File: config.mk
export PLATFORM = sky130hd
export DESIGN_NAME = bdce_ctrl
export DESIGN_NICKNAME = d
export VERILOG_FILES = /design/src/rtl/core/bdce_pkg.sv /design/src/rtl/core/bdce_ctrl.sv
export SDC_FILE = /design/constraint.sdc
export NUM_CORES = 1
export LEC_CHECK = 0
export BUFFER_PORTS_ARGS = -buffer_cell sky130_fd_sc_hd__buf_2
export CAP_MARGIN = 30
export CORE_MARGIN = 10
export CORE_UTILIZATION = 23
export DETAILED_ROUTE_END_ITERATION = 12
export PLACE_DENSITY_LB_ADDON = 0.12
export SETUP_SLACK_MARGIN = 0.05
export SYNTH_ARGS = -nofsm -noshare
export SYNTH_HDL_FRONTEND = slang
export SYNTH_SLANG_ARGS = --single-unit
File: constraint.sdc
create_clock -name clk_i -period 2.5 [get_ports clk_i]
set_input_delay 0.125 -clock clk_i [delete_from_list [all_inputs] [get_ports clk_i]]
set_output_delay 0.125 -clock clk_i [all_outputs]
set_load 0.05 [all_outputs]
File: src/rtl/core/bdce_pkg.sv
// Shared constants, command and status types for the Bezier curve evaluator.
package bdce_pkg;

  localparam int MAX_POINTS = 16;
  localparam int COORD_BITS = 16;
  localparam int FRAC_BITS  = 16;

  localparam int IDX_W  = $clog2(MAX_POINTS);
  localparam int CNT_W  = $clog2(MAX_POINTS + 1);
  localparam int T_W    = FRAC_BITS + 1;
  localparam int WORK_W = COORD_BITS + FRAC_BITS + 2;
  localparam int PROD_W = WORK_W + T_W + 1;

  localparam logic [T_W-1:0]    T_ONE    = T_W'(1) << FRAC_BITS;
  localparam logic [WORK_W-1:0] HALF     = WORK_W'(1) << (FRAC_BITS - 1);
  localparam logic [CNT_W-1:0]  CNT_ONE  = CNT_W'(1);
  localparam logic [CNT_W-1:0]  CNT_MAX  = CNT_W'(MAX_POINTS);

  localparam logic OP_LOAD = 1'b0;
  localparam logic OP_EVAL = 1'b1;

  typedef struct packed {
    logic             load;
    logic             eval_start;
    logic             copy;
    logic             issue;
    logic             fetch;
    logic             result;
    logic             zero;
    logic [IDX_W-1:0] idx;
  } dp_cmd_t;

  typedef struct packed {
    logic             busy;
    logic             out_free;
    logic [CNT_W-1:0] count;
  } dp_status_t;

endpackage

File: src/rtl/core/bdce_ctrl.sv
// Controller: sequences loads, triangle copy, interpolation levels and rounding.
module bdce_ctrl import bdce_pkg::*; (
  input  logic       clk_i,
  input  logic       rst_ni,
  input  logic       in_valid_i,
  input  logic       in_op_i,
  output logic       in_ready_o,
  input  dp_status_t status_i,
  output dp_cmd_t    cmd_o
);

  typedef enum logic [6:0] {
    S_IDLE      = 7'b0000001,
    S_COPY      = 7'b0000010,
    S_COPY_WAIT = 7'b0000100,
    S_LEVEL     = 7'b0001000,
    S_DRAIN     = 7'b0010000,
    S_FETCH     = 7'b0100000,
    S_RESULT    = 7'b1000000
  } state_e;

  state_e           state_q, state_d;
  logic [CNT_W-1:0] n_q, n_d;
  logic [CNT_W-1:0] k_q, k_d;
  logic [CNT_W-1:0] i_q, i_d;
  logic             zero_q, zero_d;
  logic             in_fire;

  assign in_ready_o = (state_q == S_IDLE);
  assign in_fire    = in_valid_i & in_ready_o;

  always_comb begin
    state_d = state_q;
    n_d     = n_q;
    k_d     = k_q;
    i_d     = i_q;
    zero_d  = zero_q;
    cmd_o   = '0;
    cmd_o.idx  = i_q[IDX_W-1:0];
    cmd_o.zero = zero_q;
    unique case (state_q)
      S_IDLE: begin
        if (in_fire && in_op_i == OP_LOAD) begin
          cmd_o.load = 1'b1;
        end else if (in_fire && in_op_i == OP_EVAL) begin
          cmd_o.eval_start = 1'b1;
          n_d    = status_i.count;
          i_d    = '0;
          zero_d = (status_i.count == '0);
          state_d = (status_i.count == '0) ? S_RESULT : S_COPY;
        end
      end
      S_COPY: begin
        cmd_o.copy = 1'b1;
        i_d = i_q + CNT_ONE;
        if (i_q == n_q - CNT_ONE) begin
          state_d = S_COPY_WAIT;
        end
      end
      S_COPY_WAIT: begin
        if (!status_i.busy) begin
          k_d = CNT_ONE;
          i_d = '0;
          state_d = (n_q == CNT_ONE) ? S_FETCH : S_LEVEL;
        end
      end
      S_LEVEL: begin
        cmd_o.issue = 1'b1;
        i_d = i_q + CNT_ONE;
        if (i_q == n_q - k_q - CNT_ONE) begin
          state_d = S_DRAIN;
        end
      end
      S_DRAIN: begin
        if (!status_i.busy) begin
          i_d = '0;
          if (k_q == n_q - CNT_ONE) begin
            state_d = S_FETCH;
          end else begin
            k_d = k_q + CNT_ONE;
            state_d = S_LEVEL;
          end
        end
      end
      S_FETCH: begin
        cmd_o.idx = '0;
        cmd_o.fetch = 1'b1;
        state_d = S_RESULT;
      end
      S_RESULT: begin
        if (status_i.out_free) begin
          cmd_o.result = 1'b1;
          state_d = S_IDLE;
        end
      end
      default: state_d = S_IDLE;
    endcase
  end

  always_ff @(posedge clk_i or negedge rst_ni) begin
    if (!rst_ni) begin
      state_q <= S_IDLE;
      n_q     <= '0;
      k_q     <= '0;
      i_q     <= '0;
      zero_q  <= 1'b0;
    end else begin
      state_q <= state_d;
      n_q     <= n_d;
      k_q     <= k_d;
      i_q     <= i_d;
      zero_q  <= zero_d;
    end
  end

  a_issue_in_range: assert property (@(posedge clk_i) disable iff (!rst_ni)
    cmd_o.issue |-> (i_q + k_q < n_q)) else $error("interpolation index out of range");

  a_copy_in_range: assert property (@(posedge clk_i) disable iff (!rst_ni)
    cmd_o.copy |-> (i_q < n_q)) else $error("copy index out of range");

  a_level_after_drain: assert property (@(posedge clk_i) disable iff (!rst_ni)
    (state_q == S_DRAIN && state_d == S_LEVEL) |-> !status_i.busy)
    else $error("next level starts before write back");

endmodule

==> results.txt <==
The antenna diode count is 0. The H-tree depth is 1. The core region is 7292 µm². The number of nets in the finished design is 240. The met3 usage in global routing came out at 2.036%. The worst ir drop on vdd came out at 0.0003103 V. The count of unique library cells instantiated by Yosys is 52. The top-area cell type share of the netlist area came out at 31.68%.

The maximum number of pins on one net before global-route repair is 24. The arrival time at the worst endpoint came out at 2480 ps. The post-synth net total is 202. The TritonCTS clock tree is done. The post-detailed-route DRC marker count is 0.

Cells with a size suffix above 1 make up 33.79% of the layout. The final total power came out at 2842 µW. The post-synthesis register bit count is 23. The count of input and output buffers came out at 22. The proportion of synthesized chip area in sequential cells came out at 33.19%.

Yosys printed 0 warnings. TritonCTS created 3 clock buffers. The largest total area in the synthesized netlist belongs to sky130_fd_sc_hd__dfrtp_1.

The tree is rooted in a sky130_fd_sc_hd__clkbuf_8. The via count of the first global-routing pass is 1528. The wire-length estimate of the detail-placed layout is 3880 µm. The initial antenna violation count is 0. Clock-pin slew was measured on the worst setup and hold paths at 90 ps. The initial core utilization is 23.83%. Sorting the synthesized cells by area gives the leading types as sky130_fd_sc_hd__dfrtp_1 32%, sky130_fd_sc_hd__ha_1 5.8%, sky130_fd_sc_hd__xnor2_1 5.5%, sky130_fd_sc_hd__mux2_2 3.9%, sky130_fd_sc_hd__xor2_1 3.5%. The share of synthesized flip-flops with an asynchronous set or reset is 100.0%. The kind of launch point of the worst setup path is a flip-flop.

The number of violations reported at the end of detailed-routing iteration 0 is 48. Across the run, the number of max-cap violations was 0. The parity-gate share of the synthesized area counting xor and xnor cells is 10.37%. The category of the most critical setup path is reg2reg. Adding up every negative setup slack in the final design gives 0 ps. Summing the areas of all and, or, nand and nor instances in the mapped netlist gives 25.63% of the synthesized area. The clock reaches the later pin of the worst-skew pair after 270 ps.

The filler cell count in the final layout is 806. The number of non-filler instances in the completed layout is 318. The sum of overflow across all layers after global routing came out at 0. The synthesized instance count is 182. The mean instance size in the synthesized netlist is 9.549 µm². The run finished with clean final reports.

The die outline height is 106.9 µm. CTS saw 23 sinks. Prior to clock tree synthesis, the placed netlist has a worst setup slack of 88.80 ps. The number of hold violations in the final report is 0. The category of the worst setup path capture point is a flip-flop.

The maximum net fanout on the critical path is 8. The first element of the critical path is state_q[1]. The adder-cell share of the synthesized area is 6.911%. After layout, the worst path uses 93.03% of the clock period. The synthesized netlist occupies a cell area of 1738 µm².

The cell leakage power came out at 0.0009888 µW. The final weighted congestion in routability-driven placement is 0.7672. The met1 routing resource usage after global routing is 11.22%. The total count of max-transition violations in the final report is 0. The worst register-to-register path begins at state_q[1].

The power density over the cells came out at 1283 nW/µm². The area growth from synthesis to layout is 27.50%. The post-synthesis compound-gate area fraction is 14.83%. The final critical delay including setup and external delays came out at 2326 ps. The synthesized design contains 0 enable-type register cells.

The detail route stage leaves a number of antenna-violating nets equal to 0. The path class of the tightest hold or removal check is in2reg. The floorplan step defined a die boundary enclosing 11430 µm². After detailed routing, the number of vias per cell comes to 4.616. The global-route wire length before repair is 8135 µm. By area, the combinational part of the netlist is dominated by simple AND/OR/NAND/NOR gates. The worst slew margin relative to its limit is 62.54%. The layer flagged by global routing as most heavily used is met2. For the pin with the worst max-slew slack, the measured transition is 561.9 ps. The floorplan has 31 rows. The detailed-route wire length per cell came out at 15.29 µm. The I/O pin count came out at 23.

Setup violations remaining at the end of the flow were counted as 0. For this block, the routed nets add up to 4862 µm of wire. In the global route stage, overall resource usage came out at 8.845%. Setup repair after global routing could not meet its margin everywhere.

The global-route met2 utilization is 14.84%. Of the post-synthesis cell area, the part taken by muxes is 5.040%. The required time at the endpoint of the critical path came out at 2660 ps. The hold path startpoint is status_i[0]. The maximum count of clock buffers along a single path is 2. The worst clock skew on the final layout is 2.410 ps. The total number of vias came out at 1468. Before antenna repair, the detailed router went through 4 iterations. The worst setup margin came out at 174.2 ps. Based on the critical path, the design can be clocked at up to 0.4300 GHz. The floorplan die width came out at 106.9 µm. In the synthesized netlist the dominant register cell turns out to be sky130_fd_sc_hd__dfrtp_1. Once placement completed, the tool counted placed cells totaling 307.
final timing paths:
| kind | endpoint | slack (ps) | depth (start not counted) |
|---|---|---|---|
| setup / recovery | n_q[2] | 170 | 6 |
| hold / removal | n_q[0] | 90 | 3 |
| setup reg to reg | n_q[2] | 170 | 6 |
| hold reg to reg | zero_q | 520 | 1 |
| max in group asynchronous | state_q[1] | 1710 | 2 |
| min in group asynchronous | i_q[2] | 390 | 2 |
cell usage after synthesis (5+ instances only):
cell type	n
sky130_fd_sc_hd__nand2_1	13
sky130_fd_sc_hd__nor2_1	7
sky130_fd_sc_hd__xor2_1	7
sky130_fd_sc_hd__inv_1	11
sky130_fd_sc_hd__nor3_1	5
sky130_fd_sc_hd__dfrtp_1	22
sky130_fd_sc_hd__o21ai_0	5
sky130_fd_sc_hd__and3_1	5
sky130_fd_sc_hd__mux2_2	6
sky130_fd_sc_hd__ha_1	8
sky130_fd_sc_hd__nor2b_1	6
sky130_fd_sc_hd__xnor2_1	11
sky130_fd_sc_hd__nand2b_1	5
sky130_fd_sc_hd__nand3_1	7
timing repair:
action | in CTS | in global routing
pin swaps | 1 | 1
setup endpoints to repair | 2 | 14
cloned | 0 | 0
buffers inserted | 2 | 4
resized for setup | 0 | 9
endpoints found under the hold margin | 22 | 0
hold buffers | 1 | 0
critical path: stages (launching register included):
cell                      delay [ps]
sky130_fd_sc_hd__dfrtp_2         440
sky130_fd_sc_hd__or4_4           600
sky130_fd_sc_hd__nor4b_4         270
sky130_fd_sc_hd__buf_4           170
sky130_fd_sc_hd__buf_4           120
sky130_fd_sc_hd__and3_4          260
sky130_fd_sc_hd__mux2_2          350
through the flow:
| step | hold WS, ps | cell area [µm²] | utilization (%) |
|---|---|---|---|
| after floorplan | -170.6 | 1813 | - |
| after global placement | 164.1 | 2087 | 28.62 |
| after detailed placement | 161.4 | 2087 | 28.62 |
| after CTS | 78.19 | 2157 | 29.58 |
| after global routing | 83.11 | 2216 | 30.39 |
| final | 88.98 | 2216 | 30.39 |
report_power, final:
| group | leakage, µW | switching (µW) | internal (µW) |
|---|---|---|---|
| sequential | 0.000291 | 179 | 504 |
| combinational | 0.000675 | 995 | 921 |
| clock | 0.0000228 | 129 | 114 |
cell families (layout without fill, tap and decap cells):
| group | count (synthesis) | in the layout |
|---|---|---|
| mux | 8 | 8 |
| simple gates | 73 | 73 |
| flops | 23 | 23 |
| compound gates | 33 | 33 |
| buf+inv | 17 | 54 |
| fa+ha+maj | 9 | 9 |
| xor+xnor | 19 | 19 |
final cells by class:
type | count | area (µm²) | share of cell area (%)
multi-input combinational | 142 | 1182 | 53.36
sequential | 23 | 579.3 | 26.14
timing repair buffer | 39 | 244.0 | 11.01
tap | 99 | 123.9 | 5.590
clock buffer | 4 | 45.04 | 2.033
inverter | 11 | 41.29 | 1.863
cells in the final DEF (no fill, tap or decap), drive strengths merged, types with 7 or more instances in the layout:
cell	instances
xor2	7
buf	38
xnor2	11
nor2	7
nand3	7
dfrtp	22
inv	11
nand2	13
o21ai	7
ha	8
metal layers:
layer / up-vias / part of all wire (%)
met4: 0 / 0.49
met2: 13 / 50
met1: 713 / 46
met3: 2 / 3.2
met5: - / 0
li1: 740 / -
flip-flops by register name, summed over array words and instances (netlist names):
name and flops:
state_q 7, k_q 5, zero_q 1, n_q 5, i_q 5
Note: power is estimated with default switching activity, not from simulation.
